[config.mk]
export PLATFORM = sky130hd
export DESIGN_NAME = ttlq_ctrl
export DESIGN_NICKNAME = d
export VERILOG_FILES = /design/src/hw/rtl/ttlq_pkg.sv /design/src/hw/rtl/ttlq_ctrl.sv
export SDC_FILE = /design/constraint.sdc
export NUM_CORES = 1
export LEC_CHECK = 0
export BUFFER_PORTS_ARGS = -buffer_cell sky130_fd_sc_hd__buf_4
export CAP_MARGIN = 15
export CORE_MARGIN = 10
export CORE_UTILIZATION = 52
export CTS_CLUSTER_SIZE = 8
export DETAILED_ROUTE_END_ITERATION = 10
export PLACE_DENSITY_LB_ADDON = 0.15
export SKIP_LAST_GASP = 1
export SLEW_MARGIN = 5
export SYNTH_ARGS = -nofsm -noshare
export SYNTH_HDL_FRONTEND = slang
export SYNTH_SLANG_ARGS = --single-unit
[constraint.sdc]
create_clock -name clk -period 1.88 [get_ports clk]
set_input_delay 0.47 -clock clk [delete_from_list [all_inputs] [get_ports clk]]
set_output_delay 0.47 -clock clk [all_outputs]
set_load 0.03 [all_outputs]
[src/hw/rtl/ttlq_pkg.sv]
// ----------------------------------------------------------------------------
// ttlq_pkg
// Shared types and codes for the TTL-grouped timer queue.
// ----------------------------------------------------------------------------
`default_nettype none

package ttlq_pkg;

  localparam int TIME_W = 48;
  localparam int KEY_W  = 32;
  localparam int TTL_W  = 32;
  localparam int PAD_W  = 16;
  localparam int ACT_W  = 3;
  localparam int STAT_W = 2;
  localparam int CCNT_W = 4;
  localparam int N_W    = 6;
  localparam logic [N_W-1:0] N_LAST = 6'd63;

  localparam logic [ACT_W-1:0] ACT_SET   = 3'd0;
  localparam logic [ACT_W-1:0] ACT_DEL   = 3'd1;
  localparam logic [ACT_W-1:0] ACT_READ  = 3'd2;
  localparam logic [ACT_W-1:0] ACT_POP   = 3'd3;
  localparam logic [ACT_W-1:0] ACT_SWEEP = 3'd4;

  localparam logic [STAT_W-1:0] ST_OK   = 2'd0;
  localparam logic [STAT_W-1:0] ST_MISS = 2'd1;
  localparam logic [STAT_W-1:0] ST_FULL = 2'd2;

  typedef enum logic [4:0] {
    OP_NONE,
    OP_LOAD,
    OP_FRD,
    OP_FCMP,
    OP_URD,
    OP_UCLS,
    OP_ULINK,
    OP_UHEAD,
    OP_CLR,
    OP_CSRCH,
    OP_PICK,
    OP_PUSH,
    OP_SCAN,
    OP_EMIT,
    OP_PSEL,
    OP_HSEL,
    OP_SWLD,
    OP_SWSTEP,
    OP_RESMISS
  } dp_op_t;

  typedef struct packed {
    logic [ACT_W-1:0] action;
    logic             hit;
    logic             scnt_last;
    logic             cidx_last;
    logic             pick_fail;
    logic             any;
    logic             sw_pop;
    logic             sweep_more;
    logic             out_free;
    logic             n_zero;
  } dp_status_t;

  typedef enum logic [4:0] {
    S_IDLE,
    S_DISP,
    S_FRD,
    S_FCMP,
    S_URD,
    S_UCLS,
    S_ULINK,
    S_UHEAD,
    S_CINIT,
    S_CSRCH,
    S_PICK,
    S_PUSH,
    S_SINIT,
    S_SCAN,
    S_EMIT,
    S_PINIT,
    S_PSCAN,
    S_PSEL,
    S_PHEAD,
    S_SWLD,
    S_SW
  } ctrl_state_t;

endpackage

`default_nettype wire

[src/hw/rtl/ttlq_ctrl.sv]
// ----------------------------------------------------------------------------
// ttlq_ctrl
// Sequencer: steps the datapath through key search, unlink, class search,
// push, class scan, pop selection, sweep steps and result emission.
// ----------------------------------------------------------------------------
`default_nettype none

module ttlq_ctrl
  import ttlq_pkg::*;
(
  input  logic       clk,
  input  logic       rst,
  input  logic       in_valid,
  output logic       in_ready,
  input  dp_status_t st,
  output dp_op_t     op
);

  ctrl_state_t state, state_next;

  always_ff @(posedge clk) begin
    if (rst) begin
      state <= S_IDLE;
    end else begin
      state <= state_next;
    end
  end

  always_comb begin
    state_next = state;
    op         = OP_NONE;
    in_ready   = (state == S_IDLE);
    unique case (state)
      S_IDLE: begin
        if (in_valid) begin
          op         = OP_LOAD;
          state_next = S_DISP;
        end
      end
      S_DISP: begin
        priority case (st.action)
          ACT_SET, ACT_DEL, ACT_READ: state_next = S_FRD;
          ACT_POP:                    state_next = S_PINIT;
          ACT_SWEEP:                  state_next = S_SWLD;
          default: begin
            op         = OP_RESMISS;
            state_next = S_SINIT;
          end
        endcase
      end
      S_FRD: begin
        op         = OP_FRD;
        state_next = S_FCMP;
      end
      S_FCMP: begin
        op = OP_FCMP;
        if (st.hit) begin
          state_next = (st.action == ACT_READ) ? S_SINIT : S_URD;
        end else if (st.scnt_last) begin
          state_next = (st.action == ACT_SET) ? S_CINIT : S_SINIT;
        end else begin
          state_next = S_FRD;
        end
      end
      S_URD: begin
        op         = OP_URD;
        state_next = S_UCLS;
      end
      S_UCLS: begin
        op         = OP_UCLS;
        state_next = S_ULINK;
      end
      S_ULINK: begin
        op         = OP_ULINK;
        state_next = S_UHEAD;
      end
      S_UHEAD: begin
        op         = OP_UHEAD;
        state_next = (st.action == ACT_SET) ? S_CINIT : S_SINIT;
      end
      S_CINIT: begin
        op         = OP_CLR;
        state_next = S_CSRCH;
      end
      S_CSRCH: begin
        op = OP_CSRCH;
        if (st.cidx_last) begin
          state_next = S_PICK;
        end
      end
      S_PICK: begin
        op         = OP_PICK;
        state_next = st.pick_fail ? S_SINIT : S_PUSH;
      end
      S_PUSH: begin
        op         = OP_PUSH;
        state_next = S_SINIT;
      end
      S_SINIT: begin
        op         = OP_CLR;
        state_next = S_SCAN;
      end
      S_SCAN: begin
        op = OP_SCAN;
        if (st.cidx_last) begin
          state_next = S_EMIT;
        end
      end
      S_EMIT: begin
        if (st.out_free) begin
          op         = OP_EMIT;
          state_next = st.sweep_more ? S_SWLD : S_IDLE;
        end
      end
      S_PINIT: begin
        op         = OP_CLR;
        state_next = S_PSCAN;
      end
      S_PSCAN: begin
        op = OP_SCAN;
        if (st.cidx_last) begin
          state_next = S_PSEL;
        end
      end
      S_PSEL: begin
        op         = OP_PSEL;
        state_next = st.any ? S_PHEAD : S_SINIT;
      end
      S_PHEAD: begin
        op         = OP_HSEL;
        state_next = S_URD;
      end
      S_SWLD: begin
        op         = OP_SWLD;
        state_next = S_SW;
      end
      S_SW: begin
        op = OP_SWSTEP;
        if (st.sw_pop) begin
          state_next = S_URD;
        end else if (st.cidx_last) begin
          state_next = st.n_zero ? S_SINIT : S_IDLE;
        end
      end
      default: state_next = S_IDLE;
    endcase
  end

endmodule

`default_nettype wire

# Word-level counts from Yosys, hierarchy flattened
# Cells that the tools add are included.
dict set report word_totals {
  regBits 5
  out_inout_bits 6
  wordCells 59
}
dict set report classes {
  n_eq_ne 30
  mux 21
  reduce_logical 7
}
# op count
set op_table {}
lappend op_table {{5-bit one-hot mux with 21 select lines} 1}
lappend op_table {{5-bit one-hot mux with 18 select lines} 1}
lappend op_table {{5-bit 2-to-1 mux} 10}
lappend op_table {{5-bit by 4-bit == test with 1-bit output (second input constant)} 8}
lappend op_table {{5-bit == test (second input constant)} 5}
lappend op_table {{5-bit by 3-bit == test with 1-bit output (second input constant)} 4}
lappend op_table {{4-bit 2-to-1 mux} 5}
lappend op_table {{5-bit one-hot mux with 3 select lines} 1}
lappend op_table {{5-bit by 2-bit == test with 1-bit output (second input constant)} 2}
lappend op_table {{2-bit inequality test (second input constant)} 5}
lappend op_table {{3-bit by 2-bit == test with 1-bit output (second input constant)} 2}
lappend op_table {{3-bit 2-to-1 mux} 2}
lappend op_table {{6-bit AND reduction} 1}
lappend op_table {{3-bit OR reduction} 2}
lappend op_table {{5-bit by 1-bit == test with 1-bit output (second input constant)} 1}
lappend op_table {{5-bit zero test} 1}
lappend op_table {{5-bit OR reduction} 1}
lappend op_table {{3-bit by 1-bit == test with 1-bit output (second input constant)} 1}
lappend op_table {{3-bit == test (second input constant)} 1}
lappend op_table {{3-bit zero test} 1}
lappend op_table {{3-bit inequality test (second input constant)} 1}
lappend op_table {{2-bit OR reduction} 1}
lappend op_table {{1-bit 2-to-1 mux} 1}

# Depth between registers and ports, before layout
# Gate-level depths: netlist of run 1.
dict set report logic_depth {
  word_depth 5
  ltp_mapped 7
  ltp_nobuf 5
}

# Worst setup path before layout of run 1
# Ideal clock, no wire load.
dict set report synth_path {
  path_type {register -> output}
  from {reg state[1]}
  to {out in_ready}
  arrival_time_ns 1.468
  path_slack_ns -0.058
  stages_incl_launch_ff 4
  n_path_buf 1
  path_cell_list {dfxtp_1 -> buf_4 -> nor3_2 -> nor3b_1}
}
dict set report synth_between {
  elab_chain_cells 1
}
# item line_no
set synth_lines {}
lappend synth_lines {{from (decl)} ttlq_ctrl.sv:19} ;# ctrl_state_t state, state_next;
lappend synth_lines {{from (signal assigned)} ttlq_ctrl.sv:25} ;# state <= state_next;
lappend synth_lines {{5-bit zero test} ttlq_ctrl.sv:32} ;# in_ready = (state == S_IDLE);
lappend synth_lines {{to (decl)} ttlq_ctrl.sv:14} ;# output logic in_ready,
# No other way between the ends.

# Worst setup path after layout of run 1
dict set report layout_path {
  from {reg state[3]}
  to {out op[2]}
}
dict set report layout_between {
  elab_chain_cells 3
  elab_cells_between_ends 24
  cone_classes {eq/ne (20); mux (1); reduce/logical (3)}
}
# item line_no
set layout_lines {}
lappend layout_lines {{5-bit by 4-bit == test with 1-bit output / 5-bit == test (equally long branches)} ttlq_ctrl.sv:33} ;# unique case (state)
lappend layout_lines {{3-bit OR reduction (no line) / 2-bit OR reduction (equally long branches)} n/a}
lappend layout_lines {{5-bit one-hot mux with 18 select lines (*)} ttlq_ctrl.sv:33}
lappend layout_lines {{to (decl)} ttlq_ctrl.sv:16} ;# output dp_op_t op
# Mark *: on every way between the ends. The rest lies on a longest branch, timed or not.

==> flow_summary.ini, run 1 <==
[routing]
vias = 1250
drtIter0Drc = 86
routed_via_density = 6.757
ant_nets = 0
wirelength_mm = 3.681
routedWlPerCell_um = 19.90
drtPass1Iterations = 5
post-route-drc-count = 0

[clock_network]
clk_pin_slew_ps = 60
cts-root-buf = clkbuf_4
htreeDepth = 1
clkSinkCount = 5
clk_path_buf_depth = 2
cts-buffers-inserted = 3
cts_tree = done
clk_latency_ps = 270

[timing]
fin_setup_tns_ps = -210.0
max_freq_mhz = 514.3
fin_crit_ps = 1944
maxSlewViolCount = 0
fin_crit_sh = 1.034
tightest_slew_ps = 480.7
rsz0062_at_grt = yes
relSlewSlack = 0.6787
fin_ws_ps = -64.45
hold_viol = 0
finalClockSkew_ps = 14.62
hold_ws_ps = 410.1
finalSetupViolCount = 5

[global_routing]
grt_pass1_vias = 1128
grt_pass1_wl_mm = 5.361
grt_antenna_before_repair = 0
grt_start_max_net_pins = 11
grt_usage = 0.1864
grt-ovfl-total = 0

[placement]
place_area_mm2 = 0.001164
pre_cts_slack_ps = -47.38
dpl.hpwl_mm = 2.387
gp_congestion = 0.9634
io_buffers = 20

[hold_path]
hold_class = input pin to flop
hold_depth = 2

[critical_path]
endpoint = op[2]
path_class = flop to primary output
reg2reg_to = state[2]
reg2regPathDepth = 7
cp-end-kind = primary output
arrival_ps = 1470
start_kind = flop
crit_path_max_fanout = 9
r2r_slack_ps = 120
cp.required_ps = 1410
r2r-start = state[1]
crit_start = state[3]

[cells_and_area]
utilization = 0.8734
top_regs = state x5
drive_gt1_frac = 0.4615
nNetsFinal = 185
fillCellCount = 84
layout_common_cells = buf_4, nand2_1, a21oi_1, nor3_1, buf_6
regMostFlops = state
final_area_mm2 = 0.001346
layout_commonest_cell = buf_4
antennaDiodeCount = 0
area_growth_pct = 57.08
largest_reg_flops = 5

[floorplanning]
num_rows = 14
die_x_um = 60.60
core_mm2 = 0.001541
dieArea_mm2 = 0.003672
die_h_um = 60.60
start_util = 0.5560
ios = 21

[pwr]
leakagePower_uw = 0.0005589
ir_worst_vdd_mv = 1.166
powerDensity_mw_per_mm2 = 1916

[synth]
syn_inst = 123
synth_cell_type_count = 47
synth_warnings = 0
ys_async_sr_fraction = 0
netlist_area_um2 = 857.1
ys_ff_latch = 5
syn_area_per_cell_um2 = 6.968
synth_edf_count = 0
seq_area_frac_synth = 0.1168
syn_nets = 138
synth_flop_cell = dfxtp_1

[job]
drv_cap = 0

[outcome]
violations = negative setup slack
outcome = finished, violations left
## power breakdown
group | switching, µW | internal, µW
Clock | 60.2 | 81.2
Sequential | 97.6 | 173
Combinational | 1120 | 1040
## cells in the mapped netlist (2+ instances only)
master / count / share of area
o32ai_1: 2 / 0.020
nor3b_1: 3 / 0.026
nor2_1: 5 / 0.022
nand3b_1: 2 / 0.018
nand2b_1: 7 / 0.051
a31oi_1: 2 / 0.015
nand4_1: 2 / 0.015
or2_1: 2 / 0.015
nor3_1: 8 / 0.047
nor2b_1: 4 / 0.029
inv_1: 3 / 0.013
o21ai_0: 9 / 0.053
dfxtp_1: 5 / 0.12
o221ai_1: 2 / 0.020
and3_1: 3 / 0.022
nand2_1: 9 / 0.039
buf_4: 4 / 0.035
a21o_1: 3 / 0.026
or3_1: 2 / 0.015
o22ai_1: 4 / 0.029
o21ai_1: 3 / 0.018
buf_2: 5 / 0.029
mux2i_1: 3 / 0.035
a21oi_1: 8 / 0.047
## worst min-delay path by stage
stage | from | end | slack, ps
floorplan | rst | state[4] | 530
global placement | rst | state[4] | 670
detailed placement | rst | state[4] | 680
CTS | rst | state[3] | 420
global route | rst | state[4] | 410
finish | rst | state[4] | 410
## per-layer routing
layer  share of wire  up-vias  global-route usage
met1            0.40      569              0.2330
met5               0        -                   0
met4           0.032        0              0.1129
met2            0.48       96              0.2940
li1                -      571                   -
met3           0.090       14             0.02505
## critical path, stage by stage, from the launching register on
cell and delay (ps):
dfxtp_4 370, or3b_4 430, a21oi_2 140, a221o_1 130, buf_6 130
## metrics by stage
stage | instances | total power [µW]
3_3_place_gp | 174 | 1950
4_1_cts | 183 | 2331
3_5_place_dp | 174 | 1982
2_1_floorplan | 123 | 1363
5_1_grt | 185 | 2699
6_report | 185 | 2580
## logic make-up after synthesis
family	Yosys count	share of synthesized area
AO/OA/AOI/OAI	46	0.3635
XOR/XNOR	1	0.01022
buffers and inverters	12	0.07737
flip-flops	5	0.1168
multiplexers	3	0.03504
AND/OR/NAND/NOR	56	0.3971
## layout make-up
| class | instances | area, µm² | share of cell area |
|---|---|---|---|
| multi-input cells | 106 | 767.0 | 0.5697 |
| clock buffers | 4 | 26.28 | 0.01952 |
| well taps | 16 | 20.02 | 0.01487 |
| flip-flops and latches | 5 | 116.4 | 0.08643 |
| inverters | 3 | 11.26 | 0.008364 |
| repair buffers | 51 | 405.4 | 0.3011 |
## repair_timing
item,CTS,global route
gates resized for setup,24,13
hold buffers,0,0
buffers inserted,5,2
pin swaps,4,9
endpoints found under the setup margin,6,7
Note: power is estimated with default switching activity, not from simulation.
==> inputs of run 2 (changes only) <==
Settings changed: RECOVER_POWER set to 25.
==> run 2 against run 1 <==
  * The run still ends with negative setup slack left
  * Total power down 0.56%
  * Non-clock buffer count unchanged
  * Critical path depth unchanged
  * Setup slack got worse by 5.0 ps
  * Count of clock-buffer cells in the layout did not move
  * Global-route usage stayed put
  * Sequential cell count is the same
  * Via count about the same
  * Die area stayed put
  * Final area is 0.37% lower
  * Clock power barely moved
  * Largest power group unchanged
==> flow_summary.ini, run 2 (same netlist as run 1, synthesis figures left out) <==
[routing]
drtPass1Iterations = 6
routedWlPerCell_um = 19.82
drtIter0Drc = 95
ant_nets = 0
routed_via_density = 6.762
post-route-drc-count = 0
wirelength_mm = 3.667
vias = 1251

[critical_path]
start_kind = flop
arrival_ps = 1480
path_class = flop to primary output
r2r-start = state[1]
cp.required_ps = 1410
slowest_stage = or3b_4
reg2reg_to = state[2]
cp-end-kind = primary output
max_stage_delay_ps = 430
crit_path_max_fanout = 9
crit_chain = or3b_4, a21oi_2, a221o_1, buf_6
r2r_slack_ps = 120
crit_start = state[3]
reg2regPathDepth = 7
endpoint = op[2]

[cells_and_area]
fillCellCount = 85
nNetsFinal = 185
stdcell_count = 185
layout_commonest_cell = buf_4
regMostFlops = state
layout.area.seq_um2 = 116.4
largest_reg_flops = 5
layout_common_cells = buf_4, nand2_1, a21oi_1, nor3_1, buf_6
area_growth_pct = 56.50
top_regs = state x5
multiInputGateArea_um2 = 762.0
drive_gt1_frac = 0.4556
antennaDiodeCount = 0

[global_routing]
grt-ovfl-total = 0
grt_usage = 0.1864
grt_start_max_net_pins = 11
grt_pass1_vias = 1128
grt_antenna_before_repair = 0
grt_pass1_wl_mm = 5.361

[timing]
finalSetupViolCount = 5
fin_crit_sh = 1.037
fin_crit_ps = 1949
max_freq_mhz = 513.0
maxSlewViolCount = 0
tightest_slew_ps = 448.5
finalClockSkew_ps = 17.43
fin_setup_tns_ps = -215.8
relSlewSlack = 0.7002
rsz0062_at_grt = yes
hold_viol = 0
fin_ws_ps = -69.44

[floorplanning]
dieArea_mm2 = 0.003672
die_h_um = 60.60
die_x_um = 60.60
num_rows = 14
start_util = 0.5560
core_mm2 = 0.001541
ios = 21

[clock_network]
cts_tree = done
clk_pin_slew_ps = 60
cts-root-buf = clkbuf_4
clk_latency_ps = 270
htreeDepth = 1
clkSinkCount = 5
cts-buffers-inserted = 3
clk_path_buf_depth = 2

[outcome]
outcome = finished, violations left
violations = negative setup slack

[hold_path]
hold_class = input pin to flop

[placement]
gp_congestion = 0.9634
dp_cells = 174
pre_cts_slack_ps = -47.38
dpl.hpwl_mm = 2.387
io_buffers = 20

[pwr]
leakagePower_uw = 0.0005585
ir_worst_vdd_mv = 1.161
powerDensity_mw_per_mm2 = 1913

[job]
drv_cap = 0
## run 2: cell counts in the layout (fill, tap and decap cells not counted)
Identical to the previous run, type by type.
## run 2: metrics by stage
stage                 util  total power (µW)  cell area (µm²)  hold slack (ps)
floorplan                -              1363            868.3            532.4
global placement    0.7549              1950             1164            672.2
detailed placement  0.7549              1982             1164            678.9
CTS                 0.8312              2331             1281            415.1
global route        0.8701              2687             1341            408.6
finish              0.8701              2565             1341            410.8
## run 2: power by group
group | switching, µW | internal [µW] | leakage (µW)
registers | 96.8 | 173 | 0.0000442
clock network | 62.0 | 81.4 | 0.0000150
logic | 1110 | 1040 | 0.000499
## run 2: routing by layer
| layer | share of wire | GRT usage |
|---|---|---|
| met1 | 0.39 | 0.2330 |
| met2 | 0.49 | 0.2940 |
| met3 | 0.095 | 0.02505 |
| met4 | 0.029 | 0.1129 |
| met5 | 0 | 0 |
## run 2: timing repair
item                                    CTS  global route
setup buffers                             5             2
endpoints found under the setup margin    6             7
hold buffers                              0             0
gates resized for setup                  24            13
pin swaps                                 4             9
## run 2: layout make-up
type,count,area share
Multi-Input combinational cell,106,0.5681
Clock buffer,4,0.01959
Tap cell,16,0.01493
Timing Repair Buffer,51,0.3022
Inverter,3,0.008395
Sequential cell,5,0.08675
## run 2: critical path: cells and delay by family, from the launching register on
family          cells  cell delay (ps)
compound gates      2              270
buf+inv             1              130
flops               1              370
simple gates        1              430
## run 2: how the worst min path moves through the flow
stage / endpoint / start / cells after the start / slack (ps)
2_1_floorplan: state[4] / rst / 1 / 530
5_1_grt: state[4] / rst / 2 / 410
3_3_place_gp: state[4] / rst / 2 / 670
3_5_place_dp: state[4] / rst / 2 / 680
4_1_cts: state[3] / rst / 2 / 420
6_report: state[4] / rst / 2 / 410
==> inputs of run 3 (changes only) <==
Settings changed: PLACE_DENSITY set to 0.82, PLACE_DENSITY_LB_ADDON 0.15 to unset.
==> run 3 against run 2 <==
  * The run still ends with negative setup slack left
  * Critical path depth up 1
  * Register-to-register slack worse by 20 ps
  * Sequential power rose by 9.3%
  * Global-route usage grew 0.20 points
  * Critical endpoint unchanged
  * Highest routed layer unchanged
==> flow_summary.ini, run 3 (same netlist as run 1, synthesis figures left out) <==
[floorplanning]
die_x_um = 60.60
dieArea_mm2 = 0.003672
die_h_um = 60.60
ios = 21
start_util = 0.5560
num_rows = 14
core_mm2 = 0.001541

[timing]
fin_setup_tns_ps = -133.1
maxSlewViolCount = 0
tightest_slew_ps = 440.1
relSlewSlack = 0.7058
rsz0062_at_grt = yes
hold_viol = 0
fin_crit_ps = 1942
finalClockSkew_ps = 2.737
fin_ws_ps = -62.15
fin_crit_sh = 1.033
finalSetupViolCount = 4
max_freq_mhz = 514.9

[critical_path]
start_kind = flop
r2r_slack_ps = 100
reg2regPathDepth = 7
path_class = flop to primary output
crit_path_max_fanout = 6
cp.required_ps = 1410
cp-end-kind = primary output
arrival_ps = 1470

[clock_network]
htreeDepth = 1
cts-buffers-inserted = 3
cts-root-buf = clkbuf_4
cts_tree = done
clkSinkCount = 5
clk_path_buf_depth = 2
clk_pin_slew_ps = 50
clk_latency_ps = 240

[outcome]
violations = negative setup slack
outcome = finished, violations left

[cells_and_area]
largest_reg_flops = 5
layout_commonest_cell = buf_4
area_growth_pct = 55.18
utilization = 0.8628
regMostFlops = state
layout_common_cells = buf_4, nand2_1, nor3_1
final_area_mm2 = 0.001330
top_regs = state x5
antennaDiodeCount = 0
nNetsFinal = 184
fillCellCount = 96
stdcell_count = 184
drive_gt1_frac = 0.4524

[job]
drv_cap = 0

[placement]
io_buffers = 20
gp_congestion = 0.8885
place_area_mm2 = 0.001149
dp_cells = 172
dpl.hpwl_mm = 2.452

[routing]
ant_nets = 0
vias = 1266
routed_via_density = 6.880
wirelength_mm = 3.529
drtIter0Drc = 63
drtPass1Iterations = 4
routedWlPerCell_um = 19.18
post-route-drc-count = 0

[global_routing]
grt_pass1_vias = 1177
grt_antenna_before_repair = 0
grt-ovfl-total = 0
grt_start_max_net_pins = 12
grt_pass1_wl_mm = 5.595
grt_usage = 0.1884

[hold_path]
hold_depth = 2
hold_class = input pin to flop

[pwr]
ir_worst_vdd_mv = 1.289
fin_total_pwr_uw = 2515
leakagePower_uw = 0.0005532
powerDensity_mw_per_mm2 = 1891
==> run 3: cell types whose count changed in the layout (fill, tap and decap cells not counted), sizes merged <==
cell / before / now
buf: 51 / 50
==> run 3: repair_timing <==
action                     in CTS  in global routing
resized for setup              23                  8
pin swaps                       8                  9
hold buffers                    0                  0
setup endpoints to repair       6                  6
setup buffers                   5                  3
==> run 3: report_power, final <==
| group | switching, µW | total (µW) | internal, µW |
|---|---|---|---|
| Clock | 48.9 | 129 | 80.6 |
| Combinational | 1070 | 2090 | 1020 |
| Sequential | 122 | 295 | 173 |
| Total | 1240 | 2510 | 1280 |
==> run 3: per-layer routing <==
metal,up-vias,routed length (µm),GRT usage
li1,564,-,-
met1,594,1343,0.2456
met2,95,1636,0.3100
met3,13,450,0.02714
met4,0,97,0.05643
met5,-,0,0
==> run 3: critical path, cell delays in order, from the launching register on <==
cell,delay (ps)
dfxtp_4,400
and2b_2,260
nand3_2,90
a21oi_2,60
a221o_1,280
buf_6,150
==> run 3: final cells by class <==
cell class                 count  area (µm²)  area share
tap                           16       20.02     0.01505
multi-input combinational    106       754.5      0.5673
inverter                       3       11.26    0.008467
clock buffer                   4       26.28     0.01976
timing repair buffer          50       401.6      0.3020
sequential                     5       116.4     0.08749
==> run 3: final timing paths <==
path	from	end
max	state[4]	op[2]
min	rst	state[4]
max reg2reg	state[4]	state[3]
min reg2reg	state[2]	state[2]
==> run 3: metrics by stage <==
stage	setup WS, ps	hold slack [ps]
3_3_place_gp	-19.51	664.7
4_1_cts	-40.98	418.6
3_5_place_dp	-87.93	673.9
2_1_floorplan	8.243	532.4
5_1_grt	-70.78	422.4
6_report	-62.15	417.6
